===== config.mk =====
export PLATFORM = sky130hd
export DESIGN_NAME = rgb_to_hsv_converter
export DESIGN_NICKNAME = d
export VERILOG_FILES = /design/src/rtl/rgbh_pkg.sv /design/src/rtl/rgbh_prep.sv /design/src/rtl/rgbh_cell.sv /design/src/rtl/rgb_to_hsv_converter.sv
export SDC_FILE = /design/constraint.sdc
export NUM_CORES = 1
export LEC_CHECK = 0
export BUFFER_PORTS_ARGS = -buffer_cell sky130_fd_sc_hd__buf_2
export CAP_MARGIN = 0
export CORE_MARGIN = 2
export CORE_UTILIZATION = 32
export CTS_BUF_LIST = sky130_fd_sc_hd__clkbuf_2
export DETAILED_ROUTE_END_ITERATION = 12
export PLACE_DENSITY = 0.52
export SLEW_MARGIN = 0
export SYNTH_ARGS = -nofsm -noshare
export SYNTH_HDL_FRONTEND = slang
export SYNTH_SLANG_ARGS = --single-unit

===== constraint.sdc =====
create_clock -name i_clk -period 11.6 [get_ports i_clk]
set_input_delay 2.9 -clock i_clk [delete_from_list [all_inputs] [get_ports i_clk]]
set_output_delay 2.9 -clock i_clk [all_outputs]
set_load 0.03 [all_outputs]

===== src/rtl/rgbh_pkg.sv =====
package rgbh_pkg;

    // Number of quotient bits produced by the divider chain, one per cell.
    localparam int QBITS = 9;
    // Width of the dividend fed into each divider lane.
    localparam int NBITS = 17;
    // Channel width.
    localparam int CBITS = 8;

    localparam logic [QBITS-1:0] HUE_WRAP = 9'd360;

    // One restoring divider lane: partial remainder, the dividend bits still
    // to be brought down (with quotient bits shifting in behind them), and
    // the divisor.
    typedef struct packed {
        logic [CBITS-1:0] rem;
        logic [QBITS-1:0] bits;
        logic [CBITS-1:0] div;
    } t_lane;

    // Everything that travels from one cell to the next.
    typedef struct packed {
        logic             valid;
        logic             gray;
        logic [CBITS-1:0] brightness;
        t_lane            hue;
        t_lane            sat;
    } t_stage;

    // One restoring division step.
    function automatic t_lane div_step(input t_lane lane);
        logic [CBITS:0] trial;
        logic [CBITS:0] diff;
        t_lane          res;
        trial = {lane.rem, lane.bits[QBITS-1]};
        diff  = trial - {1'b0, lane.div};
        res   = lane;
        if (trial >= {1'b0, lane.div}) begin
            res.rem  = diff[CBITS-1:0];
            res.bits = {lane.bits[QBITS-2:0], 1'b1};
        end else begin
            res.rem  = trial[CBITS-1:0];
            res.bits = {lane.bits[QBITS-2:0], 1'b0};
        end
        return res;
    endfunction

endpackage


===== src/rtl/rgbh_prep.sv =====
module rgbh_prep (
    input  logic                  i_clk,
    input  logic                  i_rst_n,
    input  logic                  i_valid,
    input  logic [7:0]            i_red,
    input  logic [7:0]            i_green,
    input  logic [7:0]            i_blue,
    output rgbh_pkg::t_stage      o_stage
);
    import rgbh_pkg::*;

    logic [CBITS-1:0] mx;
    logic [CBITS-1:0] mn;
    logic [CBITS-1:0] delta;
    logic [CBITS-1:0] adiff;
    logic             neg;
    logic [NBITS-1:0] base;
    logic [NBITS-1:0] step;
    logic [NBITS-1:0] hue_num;
    logic [NBITS-1:0] sat_num;
    t_stage           n_stage;
    t_stage           r_stage;

    always_comb begin
        // Ties go to red first, then green.
        if (i_red >= i_green && i_red >= i_blue) begin
            mx = i_red;
            if (i_green >= i_blue) begin
                neg   = 1'b0;
                adiff = i_green - i_blue;
            end else begin
                neg   = 1'b1;
                adiff = i_blue - i_green;
            end
        end else if (i_green >= i_blue) begin
            mx = i_green;
            if (i_blue >= i_red) begin
                neg   = 1'b0;
                adiff = i_blue - i_red;
            end else begin
                neg   = 1'b1;
                adiff = i_red - i_blue;
            end
        end else begin
            mx = i_blue;
            if (i_red >= i_green) begin
                neg   = 1'b0;
                adiff = i_red - i_green;
            end else begin
                neg   = 1'b1;
                adiff = i_green - i_red;
            end
        end

        if (i_red <= i_green && i_red <= i_blue) begin
            mn = i_red;
        end else if (i_green <= i_blue) begin
            mn = i_green;
        end else begin
            mn = i_blue;
        end

        delta = mx - mn;
        step  = NBITS'(adiff) * NBITS'(60);

        // Base angle times delta; a negative offset from red wraps via 360.
        if (mx == i_red) begin
            base = neg ? NBITS'(delta) * NBITS'(360) : '0;
        end else if (mx == i_green) begin
            base = NBITS'(delta) * NBITS'(120);
        end else begin
            base = NBITS'(delta) * NBITS'(240);
        end

        hue_num = neg ? (base - step) : (base + step);
        // Saturation dividend is doubled so both lanes yield nine quotient bits.
        sat_num = NBITS'(delta) * NBITS'(510);

        n_stage.valid      = i_valid;
        n_stage.gray       = (delta == '0);
        n_stage.brightness = mx;
        n_stage.hue.rem    = hue_num[NBITS-1:QBITS];
        n_stage.hue.bits   = hue_num[QBITS-1:0];
        n_stage.hue.div    = delta;
        n_stage.sat.rem    = sat_num[NBITS-1:QBITS];
        n_stage.sat.bits   = sat_num[QBITS-1:0];
        n_stage.sat.div    = mx;
    end

    always_ff @(posedge i_clk) begin
        if (!i_rst_n) begin
            r_stage <= '0;
        end else begin
            r_stage <= n_stage;
        end
    end

    assign o_stage = r_stage;

endmodule


===== src/rtl/rgbh_cell.sv =====
module rgbh_cell (
    input  logic             i_clk,
    input  logic             i_rst_n,
    input  rgbh_pkg::t_stage i_stage,
    output rgbh_pkg::t_stage o_stage
);
    import rgbh_pkg::*;

    t_stage n_stage;
    t_stage r_stage;

    always_comb begin
        n_stage     = i_stage;
        n_stage.hue = div_step(i_stage.hue);
        n_stage.sat = div_step(i_stage.sat);
    end

    always_ff @(posedge i_clk) begin
        if (!i_rst_n) begin
            r_stage <= '0;
        end else begin
            r_stage <= n_stage;
        end
    end

    assign o_stage = r_stage;

endmodule


===== src/rtl/rgb_to_hsv_converter.sv =====
// RGB to HSV converter for 8-bit pixels.
//
// A request is presented on i_red, i_green and i_blue with start held high;
// it is taken at any rising edge where start is high and busy is low. busy
// is low at all times outside reset, so a new pixel may be issued on every
// clock and the block sustains one pixel per cycle.
//
// Each result appears on o_hue, o_saturation, o_brightness and o_gray for
// exactly one cycle, marked by o_strobe. Results leave in request order.
// The receiver cannot stall the block and must take every result in the
// cycle it is shown.
//
// The pipeline is a prep register that finds the largest and smallest
// channels and forms both dividends, nine cells that each produce one
// quotient bit for the hue and saturation divisions together, and one
// output register that wraps the hue and zeroes gray pixels.
//
// While i_rst_n is low busy is high, every in-flight request is dropped and
// o_strobe stays low; the block is ready again in the cycle reset is released.
module rgb_to_hsv_converter (
    input  logic       i_clk,
    input  logic       i_rst_n,
    input  logic       start,
    output logic       busy,
    input  logic [7:0] i_red,
    input  logic [7:0] i_green,
    input  logic [7:0] i_blue,
    output logic       o_strobe,
    output logic [8:0] o_hue,
    output logic [7:0] o_saturation,
    output logic [7:0] o_brightness,
    output logic       o_gray
);
    import rgbh_pkg::*;

    t_stage           w_link [0:QBITS];
    t_stage           w_last;
    logic [QBITS-1:0] hue_q;
    logic             n_strobe;
    logic [8:0]       n_hue;
    logic [7:0]       n_saturation;
    logic             r_strobe;
    logic [8:0]       r_hue;
    logic [7:0]       r_saturation;
    logic [7:0]       r_brightness;
    logic             r_gray;

    // The pipeline never holds back a request; only reset makes it unready.
    assign busy = ~i_rst_n;

    rgbh_prep u_prep (
        .i_clk   (i_clk),
        .i_rst_n (i_rst_n),
        .i_valid (start & ~busy),
        .i_red   (i_red),
        .i_green (i_green),
        .i_blue  (i_blue),
        .o_stage (w_link[0])
    );

    // Each cell brings down one dividend bit in both lanes.
    for (genvar k = 0; k < QBITS; k++) begin : g_cell
        rgbh_cell u_cell (
            .i_clk   (i_clk),
            .i_rst_n (i_rst_n),
            .i_stage (w_link[k]),
            .o_stage (w_link[k+1])
        );
    end

    assign w_last = w_link[QBITS];
    assign hue_q  = w_last.hue.bits;

    always_comb begin
        n_strobe = w_last.valid;
        if (w_last.gray) begin
            n_hue        = '0;
            n_saturation = '0;
        end else begin
            n_hue        = (hue_q >= HUE_WRAP) ? (hue_q - HUE_WRAP) : hue_q;
            // The saturation dividend was doubled, so drop the extra bit.
            n_saturation = w_last.sat.bits[QBITS-1:1];
        end
    end

    always_ff @(posedge i_clk) begin
        if (!i_rst_n) begin
            r_strobe <= 1'b0;
        end else begin
            r_strobe <= n_strobe;
        end
        r_hue        <= n_hue;
        r_saturation <= n_saturation;
        r_brightness <= w_last.brightness;
        r_gray       <= w_last.gray;
    end

    assign o_strobe     = r_strobe;
    assign o_hue        = r_hue;
    assign o_saturation = r_saturation;
    assign o_brightness = r_brightness;
    assign o_gray       = r_gray;

endmodule


# Yosys cells after proc, flatten, opt, wreduce, memory -nomap -nowiden
# Index checks and enable logic that the tools add are counted.
[totals]
word_cells = 184
in_bits = 27
ff_bits = 523
[classes]
n_eq_ne = 2
mul = 5
n_addsub = 26
order_cmp = 26
n_mux = 37
bitwise = 2
n_reduce_logical = 3
[ops]
columns = ["cell", "count"]
rows = [
  ["two-way mux 17 bit", 19],
  ["subtractor 8 bit", 23],
  [">= comparator 9 x 8 -> 1 bit", 18],
  ["two-way mux 8 bit", 9],
  ["multiplier 8 x 4 -> 12 bit, second input constant", 3],
  [">= comparator 8 bit", 4],
  ["less-or-equal comparator 8 bit", 3],
  ["adder 17 x 14 -> 17 bit", 1],
  ["subtractor 17 x 14 -> 17 bit", 1],
  ["equality test 8 bit", 2],
  ["multiplier 8 x 8 -> 16 bit, second input constant", 1],
  ["two-way mux 16 bit", 1],
  ["multiplier 8 x 6 -> 14 bit, second input constant", 1],
  [">= comparator 9 bit, second input constant", 1],
  ["two-way mux 9 bit", 1],
  ["subtractor 9 bit, second input constant", 1],
  ["zero test 8 bit", 1],
  ["two-way mux 1 bit", 7],
  ["logical AND 1 bit", 2],
  ["bitwise AND 1 bit", 1],
  ["NOT 1 bit", 1],
]

# Depth between registers and ports, before layout
# Gate-level depths: netlist of run 1.
[depth]
word_depth = 9
mapped_depth = 42
depth_no_buf = 41

# Modules after synthesis
# Synthesis of run 1 repeated with hierarchy kept, for this count alone.
[unflattened]
cells_unflattened = 3599
hier_area_um2 = 32986.6
[by_module_without_submodules]
columns = ["module", "cells_per_inst", "seq_area_each_um2", "area_per_inst_um2", "instances"]
rows = [
  ["rgbh_cell at g_cell[0].u_cell ...", 271, 1201.2, 2563.7, 5],
  ["rgbh_prep", 1113, 960.9, 9162.5, 1],
  ["rgbh_cell at g_cell[4].u_cell ...", 268, 1201.2, 2570.0, 3],
  ["rgbh_cell at g_cell[3].u_cell", 253, 1201.2, 2464.9, 1],
  ["rgb_to_hsv_converter", 74, 540.5, 830.8, 1],
]

# Worst setup path before layout of run 1
# Ideal clock, no wire load.
[synth_timing]
path_kind = "in2reg"
start = "input port i_red[0]"
end = "register u_prep.r_stage (netlist bit u_prep.o_stage[24])"
setup_ns = 0.072
path_stages = 30
n_path_buf = 2
required_time_ns = 11.528
t_arrival_ns = 10.152
path_slack_ns = 1.376
path_cell_list = "inv_1 > ha_1 > inv_1 > fa_1 > nand3_1 > a31oi_2 > o22ai_2 > clkbuf_1 > clkbuf_1 > o21ai_0 > ha_1 > fa_1 > xnor2_1 > inv_1 > ha_1 > ha_1 > a21oi_1 > fa_1 > inv_1 > fa_1 > fa_1 > ha_1 > a21boi_0 > o21ai_0 > a21boi_0 > o21ai_0 > a21boi_0 > o21a_1 > o41ai_1 > mux2i_1"
[synth_between]
elab_chain_cells = 5
[synth_rtl]
columns = ["item", "line_no", "rtl"]
rows = [
  ["start: declaration", "rgb_to_hsv_converter.sv:25", "input logic [7:0] i_red,"],
  [">= comparator 8 bit / less-or-equal comparator 8 bit (equally long branches)", "rgbh_prep.sv:26, rgbh_prep.sv:55", ""],
  ["logical AND 1 bit, on equally long branches", "rgbh_prep.sv:26, rgbh_prep.sv:55", ""],
  ["two-way mux 8 bit, on equally long branches", "rgbh_prep.sv:26, rgbh_prep.sv:55", ""],
  ["subtractor 8 bit (*)", "rgbh_prep.sv:63", "delta = mx - mn;"],
  ["net u_prep.delta[2]", "rgbh_prep.sv:14", "logic [CBITS-1:0] delta;"],
  ["multiplier 8 x 8 -> 16 bit (*)", "rgbh_prep.sv:77", "sat_num = NBITS'(delta) * NBITS'(510);"],
  ["end signal: assignment", "rgbh_prep.sv:94", "r_stage <= n_stage;"],
  ["end: declaration", "rgbh_prep.sv:22", "t_stage r_stage;"],
]
# The timed path passes the listed nets; every way through them passes the cells marked *.
# A chain may end at the register's enable or synchronous reset.

# Worst setup path in the final report of run 1
[layout_timing]
start = "input port i_green[0]"
end = "register u_prep.r_stage (netlist bit u_prep.o_stage[49])"
[layout_between]
elab_chain_cells = 9
[layout_rtl]
columns = ["item", "line_no", "rtl"]
rows = [
  ["start: declaration", "rgb_to_hsv_converter.sv:26", "input logic [7:0] i_green,"],
  [">= comparator 8 bit, on equally long branches", "rgbh_prep.sv:35, rgbh_prep.sv:26", ""],
  ["two-way mux 8 bit / logical AND 1 bit (equally long branches)", "rgbh_prep.sv:35, rgbh_prep.sv:26", ""],
  ["two-way mux 8 bit (*)", "rgbh_prep.sv:26", "if (i_red >= i_green && i_red >= i_blue) begin"],
  ["net u_prep.mx[3]", "rgbh_prep.sv:12", "logic [CBITS-1:0] mx;"],
  ["subtractor 8 bit (*)", "rgbh_prep.sv:63", ""],
  ["net u_prep.delta[6]", "rgbh_prep.sv:14", ""],
  ["multiplier 8 x 4 -> 12 bit / multiplier 8 x 6 -> 14 bit (equally long branches)", "rgbh_prep.sv:70, rgbh_prep.sv:72, rgbh_prep.sv:68", ""],
  ["two-way mux 16 bit / two-way mux 17 bit (equally long branches)", "rgbh_prep.sv:69, rgbh_prep.sv:68", ""],
  ["two-way mux 17 bit (*)", "rgbh_prep.sv:67", "if (mx == i_red) begin"],
  ["adder 17 x 14 -> 17 bit / subtractor 17 x 14 -> 17 bit (equally long branches)", "rgbh_prep.sv:75", "hue_num = neg ? (base - step) : (base + step);"],
  ["two-way mux 17 bit (*)", "rgbh_prep.sv:75", ""],
]
# Marked as above.

==> summary.txt, run 1 <==
Clock network
  – Total number of H-tree levels: 3
  – Clock root buffer: clkbuf_2
  – # resized after CTS: 0
  – Clock latency of the later-clocked register in the worst-skew pair: 1.10 ns
  – Reg clk slew, reported paths: 0.09 ns
  – Maximum clock insertion buffer count: 3
  – Number of sinks driven by the clock tree: 480
  – Hold-fix buffer count after cts: 0
  – Number of setup buffers added after CTS: 0
  – Inserted Clock Buffers: 118
  – Clock tree from TritonCTS: done

Worst setup path
  – FF-to-FF setup slack: 8.15 ns
  – Slowest Stage Delay on Critical Path: 0.65 ns
  – Highest fanout seen on the critical path: 18
  – Slowest library cell on the worst path: a21oi_4
  – CP endpoint kind: register
  – Crit path arrival time: 11.05 ns
  – Family of cells with the greatest summed delay on the critical path: adder cells
  – Most common cell type on the critical path: a21oi_1
  – Critical path data required time: 12.59 ns
  – Count of buffer and inverter cells on the critical path: 4
  – CP Launch Type: primary input
  – Kind of critical path: primary input to register

Place
  – Number of port buffers: 54
  – Cell count after placement: 3988
  – Detailed-placement wirelength estimate: 41400 um
  – Cell area after placement: 27900 um2
  – Final weighted congestion in routability-driven placement: 0.886

Synth
  – Number of distinct library cells after synthesis: 81
  – Warnings from Yosys: 0
  – Post-synthesis register bit count: 480
  – Area contributors post-synth: dfxtp_1, ha_1, fa_1
  – Post-synth EDFFs: 0
  – Post-synthesis async set-or-reset flop share: 0%
  – Cell count after synthesis: 2921
  – Share of the yosys chip area belonging to registers: 36.4%
  – Net Count, Synth: 3314
  – Share of the synthesized area in the top cell type: 36.4%
  – Synthesized area per cell: 9.05 um2
  – Main flop type after synthesis: dfxtp_1
  – Synthesized cell area: 26400 um2
  – Area leader, netlist: dfxtp_1

Timing
  – Slew Limit Headroom: 29.2%
  – Final hold vios: 0
  – Fin Setup TNS: 0 ns
  – Period utilisation layout: 86.7%
  – Maximum clock skew at final layout: 0.0837 ns
  – Final max-slew violation count: 0
  – Time the worst path needs with I/O delays and setup: 10.06 ns
  – Slew of the pin with the lowest slew margin: 1.06 ns
  – Final number of setup-violating endpoints: 0
  – Setup repair after global routing missed its margin: false
  – Achievable frequency: 99.4 MHz

Die
  – Num ports: 55
  – Die ar.: 84900 um2
  – Overall die height: 291 um
  – Row Count: 105
  – Width of the chip: 291 um
  – Core region area: 82000 um2
  – Initial core utilization: 32.2%

GRT
  – Total track usage: 13.0%
  – Met1 Use GR: 14.3%
  – Met3 demand-to-capacity share in global routing: 2.15%
  – Maximum number of pins on one net before global-route repair: 114
  – Wire length of the first global-routing pass: 91600 um
  – Number of global-route vias before repair: 19600
  – Initial antenna violation count: 1
  – GR Layer Usage met2: 24.2%
  – Final global-route overflow total: 0
  – GRT busiest layer: met2

Layout
  – Non-filler instance count after layout: 4181
  – Design area: 28800 um2
  – Relative area change from synthesis to final layout: 9.13%
  – Layout cells sized above 1: 9.58%
  – Nets: 3431
  – Filler cells: 8652

Drt
  – Number of optimization iterations in the first detailed-route pass: 5
  – Number of vias after detailed routing: 18900
  – Number of violations reported at the end of detailed-routing iteration 0: 671
  – Antenna Violating Nets Remaining: 0
  – DRC violations left: 0
  – Post-Route WL: 54000 um
  – Post-DR vias/cell: 4.53
  – Mean routed wirelength per cell: 12.9 um

Hold path
  – Path category of the worst min-delay check: register to register

Run
  – Reported max-cap violation count: 0

Run status
  – Status: completed
## placed cells by master (no fill, tap or decap), types with 43 or more instances in the layout
| cell | instances |
|---|---|
| and2_1 | 179 |
| xor2_1 | 43 |
| mux2i_1 | 115 |
| fa_1 | 77 |
| buf_2 | 53 |
| clkbuf_2 | 169 |
| o21ai_0 | 130 |
| nand2_1 | 105 |
| a21oi_1 | 135 |
| dfxtp_1 | 480 |
| nor2_1 | 392 |
| inv_1 | 346 |
| ha_1 | 289 |
| xnor2_1 | 96 |
| nor2b_1 | 71 |
## per-layer routing
| layer | wire length, um | vias to the layer above |
|---|---|---|
| li1 | - | 9927 |
| met1 | 23200 | 8581 |
| met2 | 27000 | 321 |
| met3 | 1970 | 110 |
| met4 | 1830 | 0 |
| met5 | 0 | - |
## cell usage after synthesis, types with 12 or more instances
library cell	count
dfxtp_1	480
nor2_1	392
inv_1	346
ha_1	289
and2_1	179
a21oi_1	135
o21ai_0	130
mux2i_1	115
nand2_1	105
xnor2_1	96
fa_1	77
nor2b_1	71
clkbuf_1	61
xor2_1	43
nand2b_1	39
a21boi_0	37
a211oi_1	35
nor3_1	35
nand4_1	33
mux2_2	21
a21o_1	18
a31oi_1	14
nand3_1	12
## worst reg2reg max path, cell delays in order (launching register included)
cell      delay, ns
dfxtp_1        0.44
inv_1          0.10
ha_1           0.33
nor2b_1        0.14
o21ai_0        0.22
a21boi_0       0.16
o21ai_0        0.24
a21boi_0       0.16
o21ai_0        0.18
nand2b_1       0.11
a21oi_1        0.81
mux2_2         0.42
nor2_1         0.07
## path summary, 6_finish.rpt
path / start / end / depth (start not counted)
worst max-delay path: i_green[0] / u_prep.o_stage[49] / 35
worst min-delay path: g_cell[8].u_cell.o_stage[52] / o_brightness[2] / 0
worst max register to register: u_prep.o_stage[51] / g_cell[0].u_cell.o_stage[18] / 12
worst min register to register: g_cell[8].u_cell.o_stage[52] / o_brightness[2] / 0
## sequential cells by signal (all words and copies together) (netlist names)
register,flops
g_cell.u_cell.o_stage,405
u_prep.o_stage,48
o_hue,9
o_brightness,8
o_saturation,8
o_gray,1
o_strobe,1
## stage by stage
stage | utilization (%) | hold WS [ns] | worst slack (ns)
3_5_place_dp | 34.0 | 0.313 | 0.416
2_1_floorplan | - | 0.310 | 1.38
5_1_grt | 35.2 | 0.333 | 0.924
4_1_cts | 35.2 | 0.316 | 1.69
6_report | 35.2 | 0.321 | 1.54
3_3_place_gp | 34.0 | 0.311 | 0.582
## area by class of cell
| cell class | instances | area (um2) | share of cell area [%] |
|---|---|---|---|
| inverters | 347 | 1310 | 4.54 |
| repair buffers | 70 | 397 | 1.37 |
| clock inverters | 23 | 116 | 0.403 |
| well taps | 1070 | 1340 | 4.64 |
| clock buffers | 169 | 846 | 2.93 |
| multi-input cells | 2021 | 15200 | 52.8 |
| diodes | 1 | 2.50 | 0.00867 |
| flip-flops and latches | 480 | 9610 | 33.3 |
## logic make-up (layout without fill, tap and decap cells)
group,Yosys count,count (layout),synth area share [%]
other,0,1,0
AND/OR/NAND/NOR,901,901,16.5
AO/OA/AOI/OAI,473,473,11.2
buffers and inverters,420,609,6.07
flip-flops,480,480,36.4
multiplexers,139,139,5.43
adder cells (fa/ha/maj),366,366,19.5
XOR/XNOR,142,142,4.86
Power of run 1 is left out: the tool's default activity adds up to more than one toggle a clock period on the data nets, which glitch-free logic cannot reach.
==> run 2, diff against run 1 <==
--- a/config.mk
+++ b/config.mk
@@ -8,9 +8,11 @@
 export BUFFER_PORTS_ARGS = -buffer_cell sky130_fd_sc_hd__buf_2
 export CAP_MARGIN = 0
-export CORE_MARGIN = 2
+export CELL_PAD_IN_SITES_DETAIL_PLACEMENT = 0
+export CELL_PAD_IN_SITES_GLOBAL_PLACEMENT = 2
+export CORE_MARGIN = 10
 export CORE_UTILIZATION = 32
 export CTS_BUF_LIST = sky130_fd_sc_hd__clkbuf_2
 export DETAILED_ROUTE_END_ITERATION = 12
-export PLACE_DENSITY = 0.52
+export PLACE_DENSITY = 0.72
 export SLEW_MARGIN = 0
 export SYNTH_ARGS = -nofsm -noshare
==> constraint.sdc (replaced) <==
create_clock -name i_clk -period 11.6 [get_ports i_clk]
set_input_delay 1.16 -clock i_clk [delete_from_list [all_inputs] [get_ports i_clk]]
set_output_delay 1.16 -clock i_clk [all_outputs]
set_load 0.03 [all_outputs]
==> summary.txt, run 2 (same netlist as run 1, synthesis figures left out) <==
Run status
  – Status: completed

Worst setup path
  – Count of buffer and inverter cells on the critical path: 5
  – Critical path data required time: 12.60 ns
  – Slowest library cell on the worst path: xnor2_1
  – Kind of critical path: primary input to register
  – Crit path arrival time: 9.89 ns
  – Slowest Stage Delay on Critical Path: 0.95 ns
  – Highest fanout seen on the critical path: 24
  – CP Launch Type: primary input
  – Family of cells with the greatest summed delay on the critical path: adder cells
  – CP endpoint kind: register

Timing
  – Final number of setup-violating endpoints: 0
  – Slew Limit Headroom: 20.1%
  – Achievable frequency: 112 MHz
  – Maximum clock skew at final layout: 0.117 ns
  – Fin Setup TNS: 0 ns
  – Time the worst path needs with I/O delays and setup: 8.89 ns
  – Setup repair after global routing missed its margin: false
  – Final max-slew violation count: 0
  – Final hold vios: 0
  – Period utilisation layout: 76.6%
  – Slew of the pin with the lowest slew margin: 1.19 ns

Die
  – Die ar.: 94500 um2
  – Core region area: 82000 um2
  – Width of the chip: 307 um
  – Row Count: 105
  – Overall die height: 307 um
  – Num ports: 55
  – Initial core utilization: 32.2%

Place
  – Final weighted congestion in routability-driven placement: 0.863
  – Detailed-placement wirelength estimate: 46300 um
  – Number of port buffers: 54

Drt
  – Mean routed wirelength per cell: 14.2 um
  – Post-DR vias/cell: 4.60
  – DRC violations left: 0
  – Number of optimization iterations in the first detailed-route pass: 5
  – Number of vias after detailed routing: 19300
  – Post-Route WL: 59700 um
  – Number of violations reported at the end of detailed-routing iteration 0: 562
  – Antenna Violating Nets Remaining: 0

GRT
  – Initial antenna violation count: 2
  – Total track usage: 12.7%
  – Final global-route overflow total: 0
  – Maximum number of pins on one net before global-route repair: 122
  – Wire length of the first global-routing pass: 99700 um
  – Number of global-route vias before repair: 20500

Layout
  – Relative area change from synthesis to final layout: 9.47%
  – Nets: 3425
  – Number of flip-flops in the largest register: 405
  – Most common library cell in the layout ignoring fill and taps: dfxtp_1
  – Filler cells: 8664
  – Leading cell types in the layout, fill and taps excluded: dfxtp_1, nor2_1, inv_1, ha_1, and2_1
  – Layout cells sized above 1: 9.41%

Clock network
  – Inserted Clock Buffers: 119
  – Number of setup buffers added after CTS: 0
  – Clock latency of the later-clocked register in the worst-skew pair: 1.19 ns
  – Clock root buffer: clkbuf_2
  – Maximum clock insertion buffer count: 3
  – Hold-fix buffer count after cts: 0
  – Reg clk slew, reported paths: 0.10 ns
  – Clock tree from TritonCTS: done
  – Total number of H-tree levels: 3
  – # resized after CTS: 0
  – Number of sinks driven by the clock tree: 480

Hold path
  – Path category of the worst min-delay check: primary input to register

Run
  – Reported max-cap violation count: 0
==> run 2: cell types whose count changed in the layout (fill, tap and decap cells not counted), moves of 2 or more <==
cell,change
buf_4,-7
clkbuf_2,-2
clkinv_1,+18
clkinv_2,+3
diode_2,+2
inv_12,+2
==> run 2: area by class of cell <==
type                       count  area, um2  area share (%)
clock buffer                 167        836            2.89
timing repair buffer          63        344            1.19
clock inverter                46        265           0.917
tap                         1070       1340            4.63
inverter                     347       1310            4.53
sequential                   480       9610            33.2
antenna                        3       7.51          0.0259
multi-input combinational   2021      15200            52.6
==> run 2: per-layer routing <==
layer | GRT usage [%] | part of all wire (%) | vias to the layer above
met1 | 13.8 | 42 | 8985
met5 | 0 | 0 | -
li1 | - | - | 9926
met3 | 2.12 | 3.3 | 114
met2 | 24.3 | 51 | 287
met4 | 4.90 | 2.9 | 0
==> run 2: final timing paths <==
| kind | from | slack (ns) | cells past startpoint | endpoint |
|---|---|---|---|---|
| max | i_green[0] | 2.71 | 35 | u_prep.o_stage[49] |
| min | start | 0.21 | 2 | u_prep.o_stage[59] |
| max reg2reg | g_cell[2].u_cell.o_stage[51] | 8.14 | 12 | g_cell[3].u_cell.o_stage[18] |
| min reg2reg | g_cell[8].u_cell.o_stage[52] | 0.33 | 0 | o_brightness[2] |
==> run 2: metrics by stage <==
step	std cells	setup WS (ns)	utilization, %	hold WS [ns]	area, um2
final	4197	2.71	35.3	0.209	28900
after global placement	3981	1.82	33.9	0.316	27800
after detailed placement	3981	1.57	33.9	0.313	27800
after global routing	4197	2.05	35.3	0.0833	28900
after floorplan	2921	3.12	-	0.310	26400
after CTS	4194	2.88	35.3	0.00771	28900
==> run 2: worst reg2reg max path, stage by stage, from the launching register on <==
cell	delay, ns
dfxtp_1	0.37
inv_1	0.08
ha_1	0.31
nor2b_1	0.13
o21ai_0	0.23
a21boi_0	0.17
o21ai_0	0.29
a21boi_0	0.17
o21ai_0	0.20
nand2b_1	0.11
a21oi_1	0.84
mux2_2	0.42
nor2_1	0.08
Power of run 2 is left out for the same reason.
